### config.mk
export PLATFORM = sky130hd
export DESIGN_NAME = luma_histogram_scene_change_unit
export DESIGN_NICKNAME = d
export VERILOG_FILES = /design/src/rtl/lhsc_pkg.sv /design/src/rtl/lhsc_ctrl.sv /design/src/rtl/lhsc_dpath.sv /design/src/rtl/luma_histogram_scene_change_unit.sv
export SDC_FILE = /design/constraint.sdc
export NUM_CORES = 1
export LEC_CHECK = 0
export BUFFER_PORTS_ARGS = -buffer_cell sky130_fd_sc_hd__buf_2
export CAP_MARGIN = 20
export CORE_ASPECT_RATIO = 0.9
export CORE_MARGIN = 8
export CORE_UTILIZATION = 35
export DETAILED_ROUTE_END_ITERATION = 10
export GPL_TIMING_DRIVEN = 0
export PLACE_DENSITY = 0.53
export SKIP_CTS_REPAIR_TIMING = 1
export SYNTH_ARGS = -nofsm -noshare
export SYNTH_HDL_FRONTEND = slang
export SYNTH_SLANG_ARGS = --single-unit
### constraint.sdc
create_clock -name clk -period 10.95 [get_ports clk]
set_clock_uncertainty 0.15 [all_clocks]
set_input_delay 0.5475 -clock clk [delete_from_list [all_inputs] [get_ports clk]]
set_output_delay 0.5475 -clock clk [all_outputs]
set_load 0.01 [all_outputs]
### src/rtl/lhsc_pkg.sv
// types and constants of the luma histogram scene change unit
package lhsc_pkg;

  localparam int LUMA_W         = 8;
  localparam int BIN_COUNT      = 16;
  localparam int BIN_IDX_W      = 4;
  localparam int BIN_W          = 19;
  localparam int DIST_W         = 20;
  localparam int LUMA_BIN_SHIFT = 4;
  localparam int WIDTH_REG_W    = 13;
  localparam int THRESH_W       = 20;
  localparam int CFG_DATA_W     = 20;
  localparam int CFG_IDX_W      = 1;

  localparam logic [BIN_W-1:0]       BIN_MAX         = '1;
  localparam logic [DIST_W-1:0]      DIST_MAX        = '1;
  localparam logic [WIDTH_REG_W-1:0] RESET_WIDTH     = 13'd640;
  localparam logic [THRESH_W-1:0]    RESET_THRESHOLD = 20'd30000;
  localparam logic [BIN_IDX_W-1:0]   LAST_BIN        = BIN_IDX_W'(BIN_COUNT - 1);

  // configuration register indexes
  localparam logic [CFG_IDX_W-1:0] REG_FRAME_WIDTH      = 1'd0;
  localparam logic [CFG_IDX_W-1:0] REG_CHANGE_THRESHOLD = 1'd1;

  typedef struct packed {
    logic [LUMA_W-1:0] luma;
    logic              end_of_frame;
  } in_item_t;

  typedef struct packed {
    logic              scene_cut;
    logic [DIST_W-1:0] distance;
    logic              compared;
  } out_item_t;

  // commands from the controller to the datapath
  typedef struct packed {
    logic                 pix_en;
    logic                 eof_en;
    logic                 step_en;
    logic                 step_first;
    logic                 step_last;
    logic [BIN_IDX_W-1:0] step_idx;
  } ctrl_cmd_t;

endpackage

### src/rtl/lhsc_ctrl.sv
// controller: pixel acceptance, end-of-frame bin sweep and result handoff
module lhsc_ctrl
  import lhsc_pkg::*;
(
  input  logic       clk,
  input  logic       rst_n,
  input  logic       in_valid,
  input  logic       in_eof,
  input  logic       out_stall,
  output logic       in_stall,
  output logic       out_valid,
  output ctrl_cmd_t  cmd
);

  typedef enum logic [1:0] {
    ST_RUN   = 2'b01,
    ST_SWEEP = 2'b10
  } state_t;

  state_t               state_r, state_nxt;
  logic [BIN_IDX_W-1:0] idx_r, idx_nxt;
  logic                 out_valid_r, out_valid_nxt;
  logic                 accept;
  logic                 out_free;
  logic                 step;
  logic                 in_sweep;

  assign in_sweep = (state_r == ST_SWEEP);
  assign accept   = !in_sweep && in_valid;
  assign out_free = !out_valid_r || !out_stall;
  // the last step writes the result, so it waits for a free slot
  assign step     = in_sweep && ((idx_r != LAST_BIN) || out_free);

  always_comb begin
    state_nxt     = state_r;
    idx_nxt       = idx_r;
    out_valid_nxt = out_valid_r && out_stall;
    unique case (state_r)
      ST_RUN: begin
        if (accept && in_eof) begin
          state_nxt = ST_SWEEP;
          idx_nxt   = '0;
        end
      end
      ST_SWEEP: begin
        if (step) begin
          idx_nxt = idx_r + BIN_IDX_W'(1);
          if (idx_r == LAST_BIN) begin
            state_nxt     = ST_RUN;
            out_valid_nxt = 1'b1;
          end
        end
      end
      default: begin
        state_nxt = ST_RUN;
      end
    endcase
  end

  always_ff @(posedge clk) begin
    if (!rst_n) begin
      state_r     <= ST_RUN;
      idx_r       <= '0;
      out_valid_r <= 1'b0;
    end else begin
      state_r     <= state_nxt;
      idx_r       <= idx_nxt;
      out_valid_r <= out_valid_nxt;
    end
  end

  assign in_stall  = in_sweep;
  assign out_valid = out_valid_r;

  always_comb begin
    cmd.pix_en     = accept;
    cmd.eof_en     = accept && in_eof;
    cmd.step_en    = step;
    cmd.step_first = (idx_r == '0);
    cmd.step_last  = (idx_r == LAST_BIN);
    cmd.step_idx   = idx_r;
  end

endmodule

### src/rtl/lhsc_dpath.sv
// datapath: position counters, histogram bins, distance accumulator, result register
module lhsc_dpath
  import lhsc_pkg::*;
#(
  parameter int MAX_WIDTH   = 4096,
  parameter int MAX_HEIGHT  = 4096,
  parameter int SAMPLE_STEP = 8
) (
  input  logic                   clk,
  input  logic                   rst_n,
  input  logic                   cfg_we,
  input  logic [CFG_IDX_W-1:0]   cfg_index,
  input  logic [CFG_DATA_W-1:0]  cfg_data,
  input  in_item_t               in_data,
  input  ctrl_cmd_t              cmd,
  output out_item_t              out_data
);

  localparam int COL_W = $clog2(MAX_WIDTH);
  localparam int ROW_W = $clog2(MAX_HEIGHT);
  localparam int PH_W  = (SAMPLE_STEP > 1) ? $clog2(SAMPLE_STEP) : 1;
  localparam int EW    = WIDTH_REG_W + 1;

  localparam logic [EW-1:0]    MAX_W_E  = EW'(MAX_WIDTH);
  localparam logic [ROW_W-1:0] ROW_LAST = ROW_W'(MAX_HEIGHT - 1);
  localparam logic [PH_W-1:0]  PH_LAST  = PH_W'(SAMPLE_STEP - 1);

  // configuration
  logic [WIDTH_REG_W-1:0] frame_width_r;
  logic [THRESH_W-1:0]    thresh_r;

  always_ff @(posedge clk) begin
    if (!rst_n) begin
      frame_width_r <= RESET_WIDTH;
      thresh_r      <= RESET_THRESHOLD;
    end else if (cfg_we) begin
      unique case (cfg_index)
        REG_FRAME_WIDTH:      frame_width_r <= cfg_data[WIDTH_REG_W-1:0];
        REG_CHANGE_THRESHOLD: thresh_r      <= cfg_data[THRESH_W-1:0];
        default: ;
      endcase
    end
  end

  // raster position, with sampling phases kept beside the counters
  logic [COL_W-1:0] col_r, col_nxt;
  logic [ROW_W-1:0] row_r, row_nxt;
  logic [PH_W-1:0]  col_ph_r, col_ph_nxt;
  logic [PH_W-1:0]  row_ph_r, row_ph_nxt;
  logic [EW-1:0]    eff_width;
  logic [EW-1:0]    col_plus;
  logic             row_end;
  logic             sample;

  always_comb begin
    if (frame_width_r == '0) begin
      eff_width = EW'(1);
    end else if (EW'(frame_width_r) > MAX_W_E) begin
      eff_width = MAX_W_E;
    end else begin
      eff_width = EW'(frame_width_r);
    end
  end

  assign col_plus = EW'(col_r) + EW'(1);
  assign row_end  = (col_plus >= eff_width);
  assign sample   = (col_ph_r == '0) && (row_ph_r == '0);

  always_comb begin
    col_nxt    = col_r;
    row_nxt    = row_r;
    col_ph_nxt = col_ph_r;
    row_ph_nxt = row_ph_r;
    if (cmd.eof_en) begin
      col_nxt    = '0;
      row_nxt    = '0;
      col_ph_nxt = '0;
      row_ph_nxt = '0;
    end else if (cmd.pix_en) begin
      if (row_end) begin
        col_nxt    = '0;
        col_ph_nxt = '0;
        if (row_r < ROW_LAST) begin
          row_nxt    = row_r + ROW_W'(1);
          row_ph_nxt = (row_ph_r == PH_LAST) ? '0 : row_ph_r + PH_W'(1);
        end
      end else begin
        col_nxt    = col_plus[COL_W-1:0];
        col_ph_nxt = (col_ph_r == PH_LAST) ? '0 : col_ph_r + PH_W'(1);
      end
    end
  end

  always_ff @(posedge clk) begin
    if (!rst_n) begin
      col_r    <= '0;
      row_r    <= '0;
      col_ph_r <= '0;
      row_ph_r <= '0;
    end else begin
      col_r    <= col_nxt;
      row_r    <= row_nxt;
      col_ph_r <= col_ph_nxt;
      row_ph_r <= row_ph_nxt;
    end
  end

  // histogram bins, one shared address for increment and sweep
  logic [BIN_W-1:0]     cur_r  [BIN_COUNT];
  logic [BIN_W-1:0]     prev_r [BIN_COUNT];
  logic [BIN_IDX_W-1:0] bin_idx;
  logic [BIN_IDX_W-1:0] rd_idx;
  logic [BIN_W-1:0]     cur_rd;
  logic [BIN_W-1:0]     prev_rd;
  logic                 cur_we;
  logic [BIN_W-1:0]     cur_wd;

  assign bin_idx = BIN_IDX_W'(in_data.luma >> LUMA_BIN_SHIFT);
  assign rd_idx  = cmd.step_en ? cmd.step_idx : bin_idx;
  assign cur_rd  = cur_r[rd_idx];
  assign prev_rd = prev_r[cmd.step_idx];
  assign cur_we  = cmd.step_en || (cmd.pix_en && sample && (cur_rd != BIN_MAX));
  assign cur_wd  = cmd.step_en ? '0 : cur_rd + BIN_W'(1);

  always_ff @(posedge clk) begin
    if (!rst_n) begin
      for (int i = 0; i < BIN_COUNT; i++) begin
        cur_r[i]  <= '0;
        prev_r[i] <= '0;
      end
    end else begin
      if (cur_we) begin
        cur_r[rd_idx] <= cur_wd;
      end
      if (cmd.step_en) begin
        prev_r[cmd.step_idx] <= cur_rd;
      end
    end
  end

  // saturating L1 distance, one bin per step
  logic [DIST_W-1:0] acc_r, acc_nxt;
  logic [BIN_W-1:0]  diff;
  logic [DIST_W-1:0] acc_base;
  logic [DIST_W:0]   sum;
  logic              have_prev_r;
  out_item_t         out_r;

  assign diff     = (cur_rd >= prev_rd) ? (cur_rd - prev_rd) : (prev_rd - cur_rd);
  assign acc_base = cmd.step_first ? '0 : acc_r;
  assign sum      = (DIST_W + 1)'(acc_base) + (DIST_W + 1)'(diff);
  assign acc_nxt  = sum[DIST_W] ? DIST_MAX : sum[DIST_W-1:0];

  always_ff @(posedge clk) begin
    if (cmd.step_en) begin
      acc_r <= acc_nxt;
    end
  end

  always_ff @(posedge clk) begin
    if (!rst_n) begin
      have_prev_r <= 1'b0;
    end else if (cmd.step_en && cmd.step_last) begin
      have_prev_r <= 1'b1;
    end
  end

  always_ff @(posedge clk) begin
    if (cmd.step_en && cmd.step_last) begin
      out_r.compared  <= have_prev_r;
      out_r.distance  <= have_prev_r ? acc_nxt : '0;
      out_r.scene_cut <= have_prev_r && (acc_nxt > thresh_r);
    end
  end

  assign out_data = out_r;

endmodule

### src/rtl/luma_histogram_scene_change_unit.sv
// top level of the luma histogram scene change unit
//
//  channel | direction | handshake          | beat payload
//  --------+-----------+--------------------+----------------------------------------
//  in_     | input     | in_valid/in_stall  | in_item_t: luma, end_of_frame
//  out_    | output    | out_valid/out_stall| out_item_t: scene_cut, distance, compared
//  cfg_    | input     | cfg_we             | cfg_index, cfg_data (no read-back)
//
// one pixel beat per cycle while a frame streams in
// the end-of-frame beat starts a sweep over the bins, one bin per cycle but for
//   the wait below, via one subtractor and accumulator; in_stall is high meanwhile
// the last sweep step waits while an earlier result is still stalled on out_
// pixels keep flowing while a finished result waits on out_stall
// rst_n is synchronous and active low; bins and counters clear at once
module luma_histogram_scene_change_unit
  import lhsc_pkg::*;
#(
  parameter int MAX_WIDTH   = 4096,
  parameter int MAX_HEIGHT  = 4096,
  parameter int SAMPLE_STEP = 8
) (
  input  logic                  clk,
  input  logic                  rst_n,
  // pixel beats
  input  logic                  in_valid,
  output logic                  in_stall,
  input  in_item_t              in_data,
  // one result beat per frame
  output logic                  out_valid,
  input  logic                  out_stall,
  output out_item_t             out_data,
  // register writes
  input  logic                  cfg_we,
  input  logic [CFG_IDX_W-1:0]  cfg_index,
  input  logic [CFG_DATA_W-1:0] cfg_data
);

  // command bundle from controller to datapath
  ctrl_cmd_t cmd;

  // controller sequences pixel acceptance and the end-of-frame sweep
  lhsc_ctrl u_ctrl (
    .clk       (clk),
    .rst_n     (rst_n),
    .in_valid  (in_valid),
    .in_eof    (in_data.end_of_frame),
    .out_stall (out_stall),
    .in_stall  (in_stall),
    .out_valid (out_valid),
    .cmd       (cmd)
  );

  // datapath holds counters, bins, the accumulator and the result register
  lhsc_dpath #(
    .MAX_WIDTH   (MAX_WIDTH),
    .MAX_HEIGHT  (MAX_HEIGHT),
    .SAMPLE_STEP (SAMPLE_STEP)
  ) u_dpath (
    .clk       (clk),
    .rst_n     (rst_n),
    .cfg_we    (cfg_we),
    .cfg_index (cfg_index),
    .cfg_data  (cfg_data),
    .in_data   (in_data),
    .cmd       (cmd),
    .out_data  (out_data)
  );

endmodule

==> results of run 1 <==
==> area by class of cell <==
class | count | area (um2) | area share
well taps | 1356 | 1700 | 0.0409
clock inverters | 41 | 283 | 0.00681
repair buffers | 123 | 1060 | 0.0255
flip-flops and latches | 725 | 21000 | 0.507
plain buffers | 247 | 1340 | 0.0323
clock buffers | 114 | 2270 | 0.0546
inverters | 86 | 323 | 0.00778
multi-input cells | 2045 | 13500 | 0.325
==> cells in the mapped netlist (32+ instances only) <==
master | n | share of area
and2_1 | 32 | 0.0056
edfxtp_1 | 650 | 0.55
mux4_2 | 95 | 0.060
a21oi_1 | 346 | 0.049
inv_1 | 84 | 0.0089
o41ai_1 | 70 | 0.017
nor2b_1 | 36 | 0.0063
buf_2 | 49 | 0.0069
ha_1 | 105 | 0.037
nand2_1 | 208 | 0.022
nor2_1 | 674 | 0.071
xnor2_1 | 34 | 0.0084
dfxtp_1 | 75 | 0.042
nand4_1 | 52 | 0.0092
clkbuf_1 | 147 | 0.016
o21ai_0 | 49 | 0.0069
==> worst max path at each step <==
stage	start	end	depth (start not counted)
after CTS	u_ctrl.idx_r[0]	u_dpath.out_data[21]	43
after global routing	u_ctrl.state_r[0]	u_dpath.out_data[21]	47
after detailed placement	u_ctrl.idx_r[0]	u_dpath.out_data[21]	43
after floorplan	u_ctrl.idx_r[1]	u_dpath.out_data[21]	43
after global placement	u_ctrl.idx_r[1]	u_dpath.out_data[21]	43
final	u_ctrl.state_r[0]	u_dpath.out_data[21]	46
==> cells in the final DEF (no fill, tap or decap), types with 83 or more instances in the layout <==
cell type  instances
a21oi_1          342
buf_2             89
buf_4             86
clkbuf_1         130
clkbuf_16         86
edfxtp_1         650
ha_1             100
inv_1             83
mux4_2            95
nand2_1          205
nor2_1           672
==> flip-flops by register name, indices dropped and copies added, names as in the netlist, 12 cells and up, named ones only <==
| name | flops |
|---|---|
| u_dpath.cur_r | 304 |
| u_dpath.prev_r | 304 |
| u_dpath.out_data | 22 |
| u_dpath.acc_r | 20 |
| u_dpath.thresh_r | 20 |
| u_dpath.frame_width_r | 13 |
| u_dpath.col_r | 12 |
| u_dpath.row_r | 12 |
==> where the power goes <==
group          total (mW)  internal [mW]  leakage [nW]  switching [mW]
combinational        2.26          0.757          7.03            1.50
clock                2.69           1.50          1.26            1.18
sequential           3.21           3.17          7.11          0.0415
==> routing by layer <==
metal,track usage,up-vias
met5,0,-
met3,0.0444,185
met1,0.302,13190
met2,0.301,1166
met4,0.0569,4
li1,-,11709
==> cell families after synthesis <==
kind of cell,synth area share
compound gates,0.111
xor+xnor,0.0141
fa+ha+maj,0.0387
buf+inv,0.0401
flops,0.592
mux,0.0655
simple gates,0.140
==> critical path, delay by kind of cell (launching register included) <==
family	cells	cell delay, ps
compound gates	23	4960
buf+inv	11	2090
simple gates	6	1110
fa+ha+maj	4	1090
flops	1	350
xor+xnor	1	330
mux	1	230
==> metrics.cfg, run 1 <==
[floorplan]
io_pins=59
rows=111
die-area_um2=112000
die_x_um=352
core_area_um2=101000
dieHeight_um=318
initial_utilization=0.351

[timing]
finalSetupViolCount=0
fin_ws_ps=363
slew_headroom=0.249
fin_tns_setup_ps=0
tightest_slew_ps=1120
hold_viol=0
drv_slew=0
final.min_clock_period_ps=10590
period_share=0.967
fmax_mhz=94.5
fin_hold_ws_ps=5.74

[final_layout]
stdcell_count=4737
drive_gt1_frac=0.163
design_area_um2=41500
antennaDiodeCount=0
fill_cells=9680
finalNetCount=3455
fin_util=0.410
area_growth_pct=16.8

[clock_tree]
htree_levels=3
clock-sinks=725
clk_pin_slew_worst_paths_ps=60
clk_latency_ps=660
clk_path_buf_depth=3
cts_root_buf=clkbuf_16
cts_tree=done
cts_made_buffers=84

[routing]
num_vias=26254
antenna_left=0
post_drt_wl_per_cell_um=25.1
route.met3.wl_um=10200
wirelength_um=119000
vias_per_cell=5.54
wl_met2_um=51900
drtIter0Drc=3196
drc_errors=0
firstDrtPassIters=5
highest_layer=met5
wl_met1_um=53800

[place]
gp_congestion=0.907
post-place-ws_ps=-3540
postPlaceCellArea_um2=37800
dp.cells=4530
dp_hpwl_um=83300
port-buffer-count=54

[setup_path]
crit_path_max_incr_delay_ps=450
reg2reg_to=u_dpath.out_data[21]
arrival_ps=10820
rr_startpoint=u_ctrl.state_r[0]
start_kind=register
required_ps=11180
reg2reg_setup_slack_ps=360
path_common_cell=a21o_1
reg2reg_depth=46
slowest_stage=a2111oi_2
critical_path_class=register to register
worst-path-max-fanout=10
crit_path_end_kind=register

[global_route]
antenna_found_initial=2
grt_pass1_vias=25210
grt_overflow=0
grt_use_total=0.204
grt_pass1_wl_um=171000
grt_start_max_net_pins=23

[synthesis]
avgSynthCellArea_um2=11.4
synthCells=3106
yosys_warnings=0
ys_seq_area_frac=0.592
syn_area_um2=35500
synth_nets=3249
synth_seq_cells=725
synthFlopType=edfxtp_1
synthArstFlopShare=0
synth.distinct_cells=80
synth_enable_flop_cells=650

[status]
status=finished clean

[worst_hold_path]
hold_path.startpoint=cfg_data[19]
hold_depth=3
hold_end=u_dpath.thresh_r[19]
worstHoldPathType=primary input to register

[run]
maxCapViolations=0

[power_and_ir_drop]
p_per_area_nw_per_um2=197
peakVddDrop_uv=113
power_leakage_nw=15.4
p_total_mw=8.16

No activity file was read; power rests on OpenSTA's default activity.
==> inputs of run 2 (changes only) <==
--- a/config.mk
+++ b/config.mk
@@ -15,4 +15,5 @@
 export PLACE_DENSITY = 0.53
 export SKIP_CTS_REPAIR_TIMING = 1
+export SKIP_LAST_GASP = 1
 export SYNTH_ARGS = -nofsm -noshare
 export SYNTH_HDL_FRONTEND = slang
==> constraint.sdc (replaced) <==
create_clock -name clk -period 10.95 [get_ports clk]
set_clock_uncertainty 0.15 [all_clocks]
set_input_delay 1.6425 -clock clk [delete_from_list [all_inputs] [get_ports clk]]
set_output_delay 1.6425 -clock clk [all_outputs]
set_load 0.01 [all_outputs]
==> run 2 against run 1 <==
Via count down 0.14%. Cell area up 0.20%. First-iteration DRC count down 0.38%. Register-to-register slack better by 97 ps. Final cell count about the same. Sequential share of layout area down 0.11 points. Sequential cell count unchanged. Largest cell class unchanged. Routed wire length down 0.19%. Total power up 0.20%. Die area unchanged. Largest power group unchanged. Non-clock buffer count up 4. Combinational power about the same.
==> metrics.cfg, run 2 (synthesized netlist as in run 1, its figures left out) <==
[place]
port-buffer-count=54  ; unchanged
gp_congestion=0.907  ; unchanged
dp_hpwl_um=83300  ; unchanged

[timing]
drv_slew=0  ; unchanged
finalSetupViolCount=0  ; unchanged
fmax_mhz=93.8  ; -0.72%
tightest_slew_ps=1130  ; +1.62 ps
slew_headroom=0.247  ; -0.00108
period_share=0.974  ; +0.00700
hold_viol=0  ; unchanged
final.min_clock_period_ps=10660  ; +76.7 ps
fin_tns_setup_ps=0  ; unchanged

[final_layout]
finalNetCount=3459  ; +0.12%
final_common_cell=nor2_1
antennaDiodeCount=0  ; unchanged
area_growth_pct=17.0
drive_gt1_frac=0.164  ; +0.000398
layout_common_cells=nor2_1, edfxtp_1, a21oi_1, nand2_1, clkbuf_1
fin_util=0.411  ; +0.000803

[clock_tree]
cts_made_buffers=84  ; unchanged
htree_levels=3  ; unchanged
clock-sinks=725  ; unchanged
cts_root_buf=clkbuf_16
clk_path_buf_depth=3  ; unchanged
clk_pin_slew_worst_paths_ps=60  ; about the same
cts_tree=done
clk_latency_ps=660  ; about the same

[setup_path]
crit_path_max_incr_delay_ps=500  ; +50 ps
arrival_ps=10900  ; +80 ps
required_ps=11180  ; about the same
path_common_cell=a21o_1
slowest_stage=o41ai_2
reg2reg_setup_slack_ps=460  ; +100 ps
worst-path-buf-inv=10  ; -1
crit_path_end_kind=register
reg2reg_depth=41  ; -11%
critical_path_class=primary input to register
cp_num_cells=45  ; -2.2%
worst-path-max-fanout=11  ; +1
critical_path.top_delay_family=compound AO/OA/AOI/OAI gates
start_kind=primary input

[routing]
vias_per_cell=5.53  ; -0.23%
drc_errors=0  ; unchanged
post_drt_wl_per_cell_um=25.1  ; -0.27%
wirelength_um=119000  ; -0.19%
firstDrtPassIters=6  ; +1
drtIter0Drc=3184  ; -0.38%
num_vias=26217  ; -0.14%
antenna_left=0  ; unchanged

[run]
maxCapViolations=0  ; unchanged

[global_route]
antenna_found_initial=2  ; unchanged
grt_util_met1=0.302  ; unchanged
grt_overflow=0  ; unchanged
met2_usage=0.301  ; unchanged
grt_pass1_wl_um=171000  ; unchanged
top_usage_layer=met1
grt_pass1_vias=25210  ; unchanged
grt_use_total=0.204  ; unchanged
grt_util_met3=0.0444  ; unchanged
grt_start_max_net_pins=23  ; unchanged

[status]
status=finished clean

[floorplan]
io_pins=59  ; unchanged
die-area_um2=112000  ; unchanged
rows=111  ; unchanged
initial_utilization=0.351  ; unchanged
dieHeight_um=318  ; unchanged
die_x_um=352  ; unchanged
core_area_um2=101000  ; unchanged

[power_and_ir_drop]
power_leakage_nw=15.4  ; +0.22%
peakVddDrop_uv=112  ; -0.82%
p_per_area_nw_per_um2=197  ; about the same

[worst_hold_path]
hold_depth=2  ; -1
worstHoldPathType=register to register

## run 2: path summary, 6_finish.rpt
path                   startpoint                    to
min reg2reg  u_dpath.thresh_r[16]  u_dpath.thresh_r[16]
max reg2reg       u_ctrl.idx_r[2]  u_dpath.out_data[21]
min          u_dpath.thresh_r[16]  u_dpath.thresh_r[16]
max                     out_stall  u_dpath.out_data[21]
## run 2: metal layers
metal  part of all wire  vias to the layer above
li1                   -                    11724
met1               0.45                    13102
met2               0.44                     1192
met3              0.088                      195
met4              0.027                        4
met5            0.00015                        -
## run 2: cell type report
cell class	count	area, um2
Buffer	243	1380
Clock buffer	114	2270
Clock inverter	41	283
Fill cell	9663	59700
Inverter	86	323
Multi-Input combinational cell	2045	13500
Sequential cell	725	21000
Tap cell	1356	1700
Timing Repair Buffer	131	1120
## run 2: stage by stage
stage | cell area, um2 | worst slack [ps] | hold WS (ps) | power (mW) | instances
after floorplan | 35500 | 135 | 293 | 4.62 | 3106
after global placement | 37500 | -4450 | 306 | 5.32 | 4516
after detailed placement | 37800 | -4480 | 311 | 5.35 | 4530
after CTS | 40400 | -3830 | 318 | 8.02 | 4685
after global routing | 41600 | -108 | 337 | 8.50 | 4741
final | 41600 | 286 | 317 | 8.17 | 4741
## run 2: tightest hold or removal path, stage by stage, from the launching register on
cell      delay, ps
dfxtp_1         310
nand2_1          50
a21boi_0         60
## run 2: power by group
group	switching, mW	internal [mW]
clock	1.18	1.50
combinational	1.50	0.776
sequential	0.0416	3.17
